$ cat src/rtl/nfct2_pkg.sv
package nfct2_pkg;

  localparam int unsigned DataPages = 135;
  localparam int unsigned SigPages = 8;
  localparam int unsigned TotalPages = DataPages + SigPages;
  localparam int unsigned MaxFastReadPages = 64;
  localparam int unsigned PageAw = $clog2(TotalPages);

  localparam logic [7:0] CmdGetVersion = 8'h60;
  localparam logic [7:0] CmdRead = 8'h30;
  localparam logic [7:0] CmdHalt = 8'h50;
  localparam logic [7:0] CmdReadSig = 8'h3c;
  localparam logic [7:0] CmdPwdAuth = 8'h1b;
  localparam logic [7:0] CmdFastRead = 8'h3a;
  localparam logic [7:0] CmdWrite = 8'ha2;
  localparam logic [7:0] CmdCompatWrite = 8'ha0;

  localparam logic [7:0] PagePwd = 8'd133;
  localparam logic [7:0] PagePack = 8'd134;
  localparam logic [7:0] PageLock = 8'd2;

  localparam logic [31:0] AckCode = 32'hA;
  localparam logic [31:0] NakCode = 32'h0;
  localparam logic [31:0] Version0 = 32'h02040400;
  localparam logic [31:0] Version1 = 32'h03110001;
  localparam logic [15:0] PackReset = 16'h8080;

  typedef enum logic [1:0] {
    FuncFrame = 2'd0,
    FuncFieldLost = 2'd1,
    FuncLinkErr = 2'd2,
    FuncLoad = 2'd3
  } func_e;

  typedef enum logic [1:0] {
    KindData = 2'd0,
    KindCode = 2'd1,
    KindSleep = 2'd2,
    KindSave = 2'd3
  } kind_e;

  typedef struct packed {
    logic [1:0]  func;
    logic [7:0]  cmd;
    logic [7:0]  arg_first;
    logic [7:0]  arg_second;
    logic [31:0] payload;
    logic [7:0]  load_page;
  } in_word_t;

  typedef struct packed {
    logic [1:0]  kind;
    logic [31:0] data;
    logic [2:0]  bytes_valid;
    logic        last;
    logic        dirty;
  } out_word_t;

  typedef enum logic [2:0] {
    StIdle,
    StRead,
    StWait,
    StEmit,
    StHold
  } state_e;

  // Datapath operations.
  typedef enum logic [2:0] {
    OpNone,
    OpLatch,
    OpRdPage,
    OpEmitPage,
    OpEmitFixed
  } op_e;

  typedef struct packed {
    op_e        op;
    logic       fixed_last;
    logic [1:0] fixed_kind;
    logic [31:0] fixed_data;
    logic [2:0] fixed_bytes;
  } dp_cmd_t;

  typedef struct packed {
    logic more;
    logic out_busy;
  } dp_stat_t;

endpackage

$ cat src/rtl/nfc_type2_tag_command_engine.sv
// NFC Type 2 tag command engine: one input word (frame, field loss, link error or page
// load) is taken when the engine is idle and answered with zero to 64 result words on
// the output channel, the last flagged by last. Each word carries the dirty mark as it
// stands after the input. Page data comes from a 143-word page store with a registered
// read, so each page word is read into a register before it is emitted. Page store
// contents are undefined until loaded; there is no clearing pass. The PACK reply
// register pack_q is written on its own cfg channel, which is always ready.
module nfc_type2_tag_command_engine import nfct2_pkg::*; (
  input  logic      clk_i,
  input  logic      rst_ni,
  input  logic      in_valid_i,
  output logic      in_ready_o,
  input  in_word_t  in_word_i,
  output logic      out_valid_o,
  input  logic      out_ready_i,
  output out_word_t out_word_o,
  input  logic      cfg_valid_i,
  output logic      cfg_ready_o,
  input  logic [15:0] cfg_data_i
);

  logic [15:0] pack_q;
  dp_cmd_t     cmd;
  dp_stat_t    stat;
  logic [7:0]  rd_first;
  logic [6:0]  rd_count;
  logic        rd_wrap;
  logic        wr_en;
  logic [7:0]  wr_page;
  logic [31:0] wr_data;
  logic        wr_keep_low;
  logic        dirty;

  assign cfg_ready_o = 1'b1;

  // Hold the PACK reply register.
  always_ff @(posedge clk_i or negedge rst_ni) begin
    if (!rst_ni) begin
      pack_q <= PackReset;
    end else if (cfg_valid_i) begin
      pack_q <= cfg_data_i;
    end
  end

  nfct2_ctrl u_ctrl (
    .clk_i, .rst_ni, .in_valid_i, .in_ready_o, .in_word_i,
    .pack_i(pack_q), .stat_i(stat), .cmd_o(cmd),
    .rd_first_o(rd_first), .rd_count_o(rd_count), .rd_wrap_o(rd_wrap),
    .wr_en_o(wr_en), .wr_page_o(wr_page), .wr_data_o(wr_data),
    .wr_keep_low_o(wr_keep_low), .dirty_o(dirty)
  );

  nfct2_datapath u_dp (
    .clk_i, .rst_ni, .cmd_i(cmd),
    .rd_first_i(rd_first), .rd_count_i(rd_count), .rd_wrap_i(rd_wrap),
    .wr_en_i(wr_en), .wr_page_i(wr_page), .wr_data_i(wr_data),
    .wr_keep_low_i(wr_keep_low), .dirty_i(dirty),
    .out_ready_i, .out_valid_o, .out_word_o, .stat_o(stat)
  );

  // Never accept a new word while a result other than the last still waits.
  a_no_accept_busy: assert property (@(posedge clk_i) disable iff (!rst_ni)
    in_ready_o |-> !out_valid_o || out_ready_i || out_word_o.last)
    else $error("input taken mid reply");

  a_bytes: assert property (@(posedge clk_i) disable iff (!rst_ni)
    out_valid_o && out_word_o.kind != KindData |-> out_word_o.bytes_valid == 3'd0)
    else $error("bytes_valid on code word");

endmodule

$ cat src/rtl/nfct2_datapath.sv
module nfct2_datapath import nfct2_pkg::*; (
  input  logic      clk_i,
  input  logic      rst_ni,
  input  dp_cmd_t   cmd_i,
  input  logic [7:0] rd_first_i,
  input  logic [6:0] rd_count_i,
  input  logic      rd_wrap_i,
  input  logic      wr_en_i,
  input  logic [7:0] wr_page_i,
  input  logic [31:0] wr_data_i,
  input  logic      wr_keep_low_i,
  input  logic      dirty_i,
  input  logic      out_ready_i,
  output logic      out_valid_o,
  output out_word_t out_word_o,
  output dp_stat_t  stat_o
);

  logic [31:0] mem_q [TotalPages];
  logic [31:0] rd_q;
  logic [7:0]  addr_q, addr_d;
  logic [6:0]  left_q, left_d;
  logic        wrap_q;
  logic        valid_q, valid_d;
  out_word_t   word_q, word_d;

  // Page 2 write keeps its low half; needs the old page, read ahead.
  always_ff @(posedge clk_i) begin
    if (wr_en_i && wr_page_i < 8'(TotalPages)) begin
      if (wr_keep_low_i) begin
        mem_q[wr_page_i[PageAw-1:0]] <= {wr_data_i[31:16], rd_q[15:0]};
      end else begin
        mem_q[wr_page_i[PageAw-1:0]] <= wr_data_i;
      end
    end
    rd_q <= mem_q[addr_q[PageAw-1:0]];
  end

  always_comb begin
    addr_d = addr_q;
    left_d = left_q;
    if (cmd_i.op == OpLatch) begin
      addr_d = rd_first_i;
      left_d = rd_count_i;
    end else if (cmd_i.op == OpEmitPage) begin
      left_d = left_q - 7'd1;
      if (wrap_q && addr_q == 8'(DataPages - 1)) begin
        addr_d = 8'd0;
      end else begin
        addr_d = addr_q + 8'd1;
      end
    end
  end

  always_comb begin
    valid_d = valid_q;
    word_d = word_q;
    if (valid_q && out_ready_i) begin
      valid_d = 1'b0;
    end
    if (cmd_i.op == OpEmitPage) begin
      valid_d = 1'b1;
      word_d = '{kind: KindData, data: rd_q, bytes_valid: 3'd4,
                 last: (left_q == 7'd1), dirty: dirty_i};
    end else if (cmd_i.op == OpEmitFixed) begin
      valid_d = 1'b1;
      word_d = '{kind: cmd_i.fixed_kind, data: cmd_i.fixed_data,
                 bytes_valid: cmd_i.fixed_bytes, last: cmd_i.fixed_last, dirty: dirty_i};
    end
  end

  always_ff @(posedge clk_i or negedge rst_ni) begin
    if (!rst_ni) begin
      valid_q <= 1'b0;
      addr_q <= '0;
      left_q <= '0;
      wrap_q <= 1'b0;
    end else begin
      valid_q <= valid_d;
      addr_q <= addr_d;
      left_q <= left_d;
      if (cmd_i.op == OpLatch) begin
        wrap_q <= rd_wrap_i;
      end
    end
  end

  always_ff @(posedge clk_i) begin
    word_q <= word_d;
  end

  assign out_valid_o = valid_q;
  assign out_word_o = word_q;
  assign stat_o = '{more: (left_q > 7'd1), out_busy: valid_q && !out_ready_i};

endmodule

$ cat src/rtl/nfct2_ctrl.sv
module nfct2_ctrl import nfct2_pkg::*; (
  input  logic       clk_i,
  input  logic       rst_ni,
  input  logic       in_valid_i,
  output logic       in_ready_o,
  input  in_word_t   in_word_i,
  input  logic [15:0] pack_i,
  input  dp_stat_t   stat_i,
  output dp_cmd_t    cmd_o,
  output logic [7:0] rd_first_o,
  output logic [6:0] rd_count_o,
  output logic       rd_wrap_o,
  output logic       wr_en_o,
  output logic [7:0] wr_page_o,
  output logic [31:0] wr_data_o,
  output logic       wr_keep_low_o,
  output logic       dirty_o
);

  state_e      state_q, state_d;
  logic        pend_q, pend_d;
  logic [7:0]  pend_page_q, pend_page_d;
  logic        dirty_q, dirty_d;
  logic        acc;
  logic [8:0]  span;
  // Fixed single or double word reply, decoded at accept.
  logic        fix_q, fix_d;
  logic        two_q, two_d;
  logic        page_q, page_d;
  dp_cmd_t     fx0_q, fx0_d;
  logic        wr_q, wr_d;
  logic [7:0]  wpg_q, wpg_d;
  logic [31:0] wdat_q, wdat_d;
  logic        wlow_q, wlow_d;

  assign acc = in_valid_i && in_ready_o;
  assign span = {1'b0, in_word_i.arg_second} - {1'b0, in_word_i.arg_first} + 9'd1;

  always_comb begin
    pend_d = pend_q;
    pend_page_d = pend_page_q;
    dirty_d = dirty_q;
    fix_d = 1'b0;
    two_d = 1'b0;
    page_d = 1'b0;
    fx0_d = '{op: OpEmitFixed, fixed_last: 1'b1, fixed_kind: KindCode,
              fixed_data: NakCode, fixed_bytes: 3'd0};
    wr_d = 1'b0;
    wpg_d = in_word_i.arg_first;
    wdat_d = in_word_i.payload;
    wlow_d = 1'b0;
    rd_first_o = in_word_i.arg_first;
    rd_count_o = 7'd4;
    rd_wrap_o = 1'b1;
    if (acc) begin
      case (in_word_i.func)
        FuncFieldLost: begin
          if (dirty_q) begin
            dirty_d = 1'b0;
            fix_d = 1'b1;
            fx0_d.fixed_kind = KindSave;
          end
        end
        FuncLinkErr: begin
          fix_d = 1'b1;
          fx0_d.fixed_kind = KindSleep;
        end
        FuncLoad: begin
          wr_d = 1'b1;
          wpg_d = in_word_i.load_page;
          if (in_word_i.load_page < 8'(TotalPages)) dirty_d = 1'b0;
        end
        default: begin
          fix_d = 1'b1;
          if (pend_q) begin
            pend_d = 1'b0;
            pend_page_d = 8'd0;
            wpg_d = pend_page_q;
            if (pend_page_q < 8'(TotalPages)) begin
              wr_d = 1'b1;
              dirty_d = 1'b1;
              fx0_d.fixed_data = AckCode;
            end
          end else begin
            case (in_word_i.cmd)
              CmdGetVersion: begin
                two_d = 1'b1;
                fx0_d = '{op: OpEmitFixed, fixed_last: 1'b0, fixed_kind: KindData,
                          fixed_data: Version0, fixed_bytes: 3'd4};
              end
              CmdRead: begin
                fix_d = 1'b0;
                page_d = in_word_i.arg_first < 8'(DataPages);
              end
              CmdHalt: fx0_d.fixed_kind = KindSleep;
              CmdReadSig: begin
                fix_d = 1'b0;
                page_d = 1'b1;
                rd_first_o = 8'(DataPages);
                rd_count_o = 7'(SigPages);
                rd_wrap_o = 1'b0;
              end
              CmdPwdAuth: begin
                fx0_d.fixed_kind = KindData;
                fx0_d.fixed_data = {16'd0, pack_i};
                fx0_d.fixed_bytes = 3'd2;
              end
              CmdFastRead: begin
                rd_count_o = span[6:0];
                rd_wrap_o = 1'b0;
                if (!(in_word_i.arg_first > in_word_i.arg_second ||
                      in_word_i.arg_second >= 8'(DataPages) ||
                      span > 9'(MaxFastReadPages))) begin
                  fix_d = 1'b0;
                  page_d = 1'b1;
                end
              end
              CmdWrite: begin
                if (in_word_i.arg_first < 8'(DataPages)) begin
                  dirty_d = 1'b1;
                  fx0_d.fixed_data = AckCode;
                  wr_d = in_word_i.arg_first != PagePwd && in_word_i.arg_first != PagePack;
                  wlow_d = in_word_i.arg_first == PageLock;
                  rd_first_o = PageLock;
                end
              end
              CmdCompatWrite: begin
                if (in_word_i.arg_first < 8'(TotalPages)) begin
                  pend_d = 1'b1;
                  pend_page_d = in_word_i.arg_first;
                  fx0_d.fixed_data = AckCode;
                end
              end
              default: ;
            endcase
          end
        end
      endcase
    end
  end

  // Next state.
  always_comb begin
    state_d = state_q;
    case (state_q)
      StIdle: if (acc) state_d = StRead;
      StRead: state_d = StWait;
      StWait: state_d = StEmit;
      StEmit: begin
        if (!stat_i.out_busy) begin
          if (page_q && stat_i.more) state_d = StWait;
          else if (fix_q && two_q) state_d = StEmit;
          else state_d = StIdle;
        end
      end
      default: state_d = StIdle;
    endcase
  end

  // Outputs.
  always_comb begin
    in_ready_o = (state_q == StIdle);
    cmd_o = '{op: OpNone, fixed_last: 1'b0, fixed_kind: KindData,
              fixed_data: '0, fixed_bytes: 3'd0};
    if (acc) cmd_o.op = OpLatch;
    wr_en_o = (state_q == StWait) && wr_q;
    wr_page_o = wpg_q;
    wr_data_o = wdat_q;
    wr_keep_low_o = wlow_q;
    if (state_q == StEmit && !stat_i.out_busy) begin
      if (page_q) begin
        cmd_o.op = OpEmitPage;
      end else if (fix_q) begin
        cmd_o = fx0_q;
      end
    end
  end

  always_ff @(posedge clk_i or negedge rst_ni) begin
    if (!rst_ni) begin
      state_q <= StIdle;
      pend_q <= 1'b0;
      pend_page_q <= '0;
      dirty_q <= 1'b0;
      fix_q <= 1'b0;
      two_q <= 1'b0;
      page_q <= 1'b0;
      wr_q <= 1'b0;
    end else begin
      state_q <= state_d;
      pend_q <= pend_d;
      pend_page_q <= pend_page_d;
      dirty_q <= dirty_d;
      if (acc) begin
        fix_q <= fix_d;
        two_q <= two_d;
        page_q <= page_d;
        wr_q <= wr_d;
      end else if (state_q == StEmit && !stat_i.out_busy && fix_q) begin
        // second version word follows the first
        if (two_q) two_q <= 1'b0;
        else fix_q <= 1'b0;
      end
      if (state_q == StEmit && !stat_i.out_busy && page_q && !stat_i.more) begin
        page_q <= 1'b0;
      end
    end
  end

  always_ff @(posedge clk_i) begin
    if (acc) begin
      fx0_q <= fx0_d;
      wpg_q <= wpg_d;
      wdat_q <= wdat_d;
      wlow_q <= wlow_d;
    end else if (state_q == StEmit && !stat_i.out_busy && fix_q && two_q) begin
      fx0_q.fixed_data <= Version1;
      fx0_q.fixed_last <= 1'b1;
    end
  end

  assign dirty_o = dirty_q;

endmodule
$ cat config.mk
export PLATFORM = sky130hd
export DESIGN_NAME = nfc_type2_tag_command_engine
export DESIGN_NICKNAME = d
export VERILOG_FILES = /design/src/rtl/nfct2_pkg.sv /design/src/rtl/nfc_type2_tag_command_engine.sv /design/src/rtl/nfct2_datapath.sv /design/src/rtl/nfct2_ctrl.sv
export SDC_FILE = /design/constraint.sdc
export NUM_CORES = 2
export LEC_CHECK = 0
export BUFFER_PORTS_ARGS = -buffer_cell sky130_fd_sc_hd__buf_2
export CORE_MARGIN = 2
export CORE_UTILIZATION = 55
export DETAILED_ROUTE_END_ITERATION = 10
export PLACE_DENSITY = 0.71
export REMOVE_ABC_BUFFERS = 1
export SYNTH_ARGS = -nofsm -noshare
export SYNTH_HDL_FRONTEND = slang
export SYNTH_MEMORY_MAX_BITS = 65536
export SYNTH_SLANG_ARGS = --single-unit
export TNS_END_PERCENT = 20
$ cat constraint.sdc
create_clock -name clk_i -period 9.7 [get_ports clk_i]
set_input_delay 0.485 -clock clk_i [delete_from_list [all_inputs] [get_ports clk_i]]
set_output_delay 0.485 -clock clk_i [all_outputs]
set_load 0.01 [all_outputs]
After elaboration in Yosys (flattened, before gate mapping). Memories as Yosys holds them, arrays and structs flattened. A register that Yosys moved wholly into a read port is not among the register bits. Index checks and enable logic that the tools add are counted.

Register bits: 171. RAM bits: 4576. Input bits: 87. Output and inout bits: 42. Word-level logic and storage cells: 210. Memories kept: 1.

Memory list: u_dp.mem_q (depth 143, width 32, read ports 1, clocked after memory_dff 1, wr ports 1, RTL line nfct2_datapath.sv:19) `logic [31:0] mem_q [TotalPages];`.

Add/subtract/negate cells: 4. Order comparisons: 9. Equality and inequality tests: 27. Multiplexer cells: 96. Bitwise logic cells: 5. Reductions and logical operators: 42.

Operators by type and width (count): 32-bit 2-to-1 mux (4); 26-bit one-hot mux with 4 select lines (1); 8-bit 2-to-1 mux (11); 41-bit 2-to-1 mux (2); 37-bit 2-to-1 mux (2); 1-bit 2-to-1 mux (46); 8-bit less-than comparator (second input constant) (5); 38-bit 2-to-1 mux (1); 35-bit 2-to-1 mux (1); 7-bit 2-to-1 mux (5); 8-bit one-hot mux with 2 select lines (2); 8-bit by 6-bit equality test with 1-bit output (second input constant) (3); 8-bit equality test (second input constant) (3); 3-bit 2-to-1 mux (6); 8-bit by 7-bit equality test with 1-bit output (second input constant) (2); 8-bit inequality test (second input constant) (2); 1-bit logical AND (14); 7-bit one-hot mux with 2 select lines (1); 2-bit nonzero test (7); 4-bit 2-to-1 mux (3); 3-bit one-hot mux with 4 select lines (1); 9-bit by 1-bit adder with 9-bit output (second input constant) (1); 3-bit by 2-bit equality test with 1-bit output (second input constant) (3); 9-bit by 7-bit > comparator with 1-bit output (second input constant) (1); 36 further kinds (56).

Logic depth before layout (Yosys ltp).
Depth in word-level cells: 10. Depth in mapped cells: 16. Mapped depth without buffers: 13.

Hierarchy. From an unflattened synthesis, not the netlist that was laid out.

Cell total of the unflattened synthesis: 8997. Area total of the unflattened synthesis: 184229.2 µm².

By module, submodules not included: nfct2_datapath (times used 1, cells an instance 8542, area each 178989.2 µm², seq. area each 139598.9 µm²); nfct2_ctrl (times used 1, cells an instance 419, area each 4576.9 µm², seq. area each 2352.3 µm²); nfc_type2_tag_command_engine (times used 1, cells an instance 36, area each 663.1 µm², seq. area each 402.9 µm²).

Worst setup path before layout. No wires, ideal clock.

Kind: register to register. From: register u_ctrl.wpg_q[3], in the netlist u_ctrl.wr_page_o[3]. To: memory u_dp.mem_q[3][0] (enable). Setup time: 461 ps. Arrival time: 3439 ps. Required time: 9239 ps. Slack: 5800 ps. Stages on the path, launching flop included: 7. Path buffers: 1. Period minus slack after synthesis: 3900 ps. Cells stage by stage: edfxtp_1 > clkbuf_1 > nand4_1 > nand3b_1 > a21oi_1 > inv_1 > nor3_1.

Word-level cells in the longest chain between the ends: 5. Elaborated cells between the ends (all ways): 7. Classes of those cells: order compare: 1; mux: 4; bitwise: 1; reduce/logical: 1.

Ends and longest elaborated chain: from (decl) (RTL line nfct2_ctrl.sv:32) `logic [7:0] wpg_q, wpg_d;`; from (signal assigned) (RTL line nfct2_ctrl.sv:213) `wpg_q <= wpg_d;`; 8-bit less-than comparator (RTL line nfct2_datapath.sv:29) `if (wr_en_i && wr_page_i < 8'(TotalPages)) begin`; 1-bit logical AND (RTL line nfct2_datapath.sv:29); 1-bit 2-to-1 mux (RTL line nfct2_datapath.sv:29); 1-bit 2-to-1 mux, on equally long branches (RTL line nfct2_datapath.sv:31, nfct2_datapath.sv:33); 1-bit OR (no source line); to (decl) (RTL line nfct2_datapath.sv:19).

Parallel ways exist; a longest one is shown, timed or not.

==> flow_metrics.env <==
export IMPL_drt_iter0_markers=16500
export IMPL_finalCriticalPeriod_ns=5.66
export IMPL_insertion_delay_ns=1.02
export IMPL_synthArstFlopShare_pct=1.03
export IMPL_avgSynthCellArea_sq_um=22.6
export IMPL_gr_usage_all_layers_pct=32.7
export IMPL_synthCells=8099
export IMPL_outcome="complete, but fails checks"
export IMPL_dr_pass1_iters=7
export IMPL_hp_class="in2reg"
export IMPL_dp_hpwl_um=305000
export IMPL_violations="capacitance limit, slew limit"
export IMPL_wl_um=552000
export IMPL_startpoint_type="flop"
export IMPL_cts_resized=0
export IMPL_seq_area_frac_synth_pct=77.8
export IMPL_crit_path_end_kind="flop"
export IMPL_drv_slew=4
export IMPL_drc=0
export IMPL_synth_simple_area_share_pct=1.64
export IMPL_synth_seq_cells=4760
export IMPL_grt_max_degree=117
export IMPL_gp_congestion=1.03
export IMPL_fin_cells=13500
export IMPL_crit_chain="buf_12, buf_4, mux4_2, mux4_2, a211oi_1, o221ai_1"
export IMPL_grt_ovfl_total=0
export IMPL_utilization_pct=62.4
export IMPL_path_common_cell="mux4_2"
export IMPL_tightest_slew_ns=1.71
export IMPL_yosys_area_share_adder_pct=0.215
export IMPL_leakagePower_nw=64.5
export IMPL_layout_drive_gt1_share_pct=28.6
export IMPL_place_inst=12500
export IMPL_die_h_um=581
export IMPL_grt_pass1_vias=92000
export IMPL_syn_to_final_growth_pct=12.8
export IMPL_clk_pin_slew_ns=0.06
export IMPL_syn_area_sq_um=183000
export IMPL_synthFlopType="edfxtp_1"
export IMPL_die_area_sq_um=337000
export IMPL_totalPowerFinal_mw=60.4
export IMPL_h_tree_depth=5
export IMPL_worstSetupPathType="reg2reg"
export IMPL_vias=94600
export IMPL_synth_cell_types=73
export IMPL_wl_per_cell_um=41.0
export IMPL_die_w_um=581
export IMPL_drv_cap=2
export IMPL_finalCritPeriodShare_pct=58.4
export IMPL_cts_buffers=456
export IMPL_start_util_pct=55.3
export IMPL_synthXorXnorAreaFrac_pct=0.0574
export IMPL_fmax_ghz=0.177
export IMPL_rows=211
export IMPL_cpPeakStageDelay_ns=1.39
export IMPL_cts_sinks=4760
export IMPL_synth_compound_area_share_pct=2.36
export IMPL_maxSlewHeadroom_pct=-14.9
export IMPL_post_cts_buffers=0
export IMPL_whs_ns=0.0352
export IMPL_p_per_area_nw_per_um2=293
export IMPL_cts_tree="yes"
export IMPL_synth_edff_count=4675
export IMPL_finClkSkew_ns=0.0488
export IMPL_rsz0062_at_grt="false"
export IMPL_ctsHoldBuffers=67
export IMPL_grt_pass1_wl_um=753000
export IMPL_hold_viol_final=0
export IMPL_synth_top_family_by_area="multiplexers"
export IMPL_tns_ns=0
export IMPL_setup_viol=0
export IMPL_ir_drop_v=0.000343
export IMPL_max_clock_path_buffers=4
export IMPL_io_buffers=126
export IMPL_critical_path_required_ns=10.50
export IMPL_antenna_found_initial=56
export IMPL_crit_fanout=80
export IMPL_synth_area_mux_share_pct=16.5
export IMPL_via_per_inst=7.03
export IMPL_coreArea_sq_um=331000
export IMPL_arrival_ns=6.47
export IMPL_antenna_left=0
export IMPL_cts_root_buf="clkbuf_16"
export IMPL_fin_nets=8774
export IMPL_crit_slowest_cell="a211oi_1"
export IMPL_pin_count=129
export IMPL_ys_warn_count=0
[cells in the final DEF, fill, tap and decap left out, drive strengths merged, types with 49 or more instances in the layout]
cell,count
mux4,1215
mux2i,247
nand3,53
inv,53
o221ai,49
a21oi,118
nor2,220
a22oi,57
o21ai,110
buf,483
edfxtp,4675
dlygate4sd3,67
clkbuf,585
clkinv,195
nand2,229
[state kept, by name, indices dropped and copies added, names as in the netlist]
name / cells
u_dp.mem_q: 4576
u_dp.out_word_o: 38
u_ctrl.wr_data_o: 32
u_dp.rd_q: 32
u_ctrl.fx0_q: 24
pack_q: 16
u_ctrl.pend_page_q: 8
u_ctrl.wr_page_o: 8
u_dp.addr_q: 8
u_dp.left_q: 7
u_ctrl.state_q: 2
u_ctrl.dirty_o: 1
u_ctrl.fix_q: 1
u_ctrl.page_q: 1
u_ctrl.pend_q: 1
u_ctrl.two_q: 1
u_ctrl.wr_keep_low_o: 1
u_ctrl.wr_q: 1
u_dp.out_valid_o: 1
u_dp.wrap_q: 1
[cells by family after synthesis]
group,Yosys count
flip-flops,4760
multiplexers,1501
AND/OR/NAND/NOR,674
AO/OA/AOI/OAI,625
buffers and inverters,494
adder cells (fa/ha/maj),31
XOR/XNOR,12
other,2
[stage by stage]
stage	instance area, sq um	setup WS (ns)
floorplan	181000	-39.12
global placement	191000	3.73
detailed placement	191000	4.23
CTS	206000	4.16
global route	206000	4.01
finish	206000	4.04
[report_power, final]
group,internal (mW),total (mW),switching (mW)
clock network,9.85,17.5,7.65
registers,24.7,25.2,0.530
logic,6.14,17.7,11.5
total,40.7,60.4,19.7
[routing by layer]
metal | routed length, um | global-route usage (%) | vias up
met5 | 144 | 0 | -
met4 | 47200 | 22.6 | 20
met3 | 74800 | 9.91 | 1520
li1 | - | - | 35600
met2 | 249000 | 48.8 | 7559
met1 | 180000 | 41.7 | 49900
[cells in the mapped netlist, types with 8 or more instances]
cell type  number  area (sq um)
buf_4          81           608
o22ai_1        43           269
a311oi_1       10          87.6
o221ai_1       49           429
o21ai_0       107           536
dfxtp_1        36           721
nand4_1        19           119
mux2i_1       247          2470
a31oi_1        23           144
a211oi_1       24           180
buf_1          36           135
and3_1         18           113
nand2b_1       11          68.8
clkbuf_1      180           676
a2111oi_0      13           114
o31ai_1         8          60.1
a221oi_1       26           228
a32oi_1        21           184
inv_1          40           150
buf_6          39           439
nand3_1        53           265
mux2_2         39           439
dfrtp_1        47          1180
and2_1         21           131
mux4_2       1215         27400
o211ai_1       18           135
a22o_1         47           412
o311ai_0        9          78.8
a21oi_1       118           591
or3_1           8          50.1
a211o_1         8          70.1
nor4_1          8          50.1
nor2b_1        26           163
buf_2         114           571
ha_1           29           363
edfxtp_1     4675        140000
nand2_1       229           860
nor3_1         39           195
nor2_1        220           826
a22oi_1        57           428
[path summary, 6_finish.rpt]
| kind | startpoint | endpoint | slack [ns] | cells past startpoint |
|---|---|---|---|---|
| setup reg to reg | u_dp.addr_q[0] | u_dp.rd_q[10] | 4.04 | 6 |
| setup / recovery | u_dp.addr_q[0] | u_dp.rd_q[10] | 4.04 | 6 |
| max in group asynchronous | rst_ni | u_dp.addr_q[2] | 8.71 | 3 |
| hold reg to reg | u_ctrl.fx0_q[36] | u_dp.out_word_o[38] | 0.49 | 1 |
| hold / removal | cfg_valid_i | pack_q[2] | 0.04 | 2 |
| min in group asynchronous | rst_ni | u_ctrl.pend_page_q[0] | 0.18 | 3 |
[area by class of cell]
type                    instances  area (sq um)
clock inverters               258          2410
repair buffers                550          4270
diodes                         47           118
multi-input cells            2845         39400
fillers                     21600        124000
well taps                    4366          5460
flip-flops and latches       4760        142000
inverters                      44           175
clock buffers                 585         12200
[critical path, delay by kind of cell (launching register included)]
kind	cells	cell delay, ns
flops	1	0.97
compound gates	2	1.72
buf+inv	2	1.32
mux	2	1.15
Power figures use the tool's default switching activity.
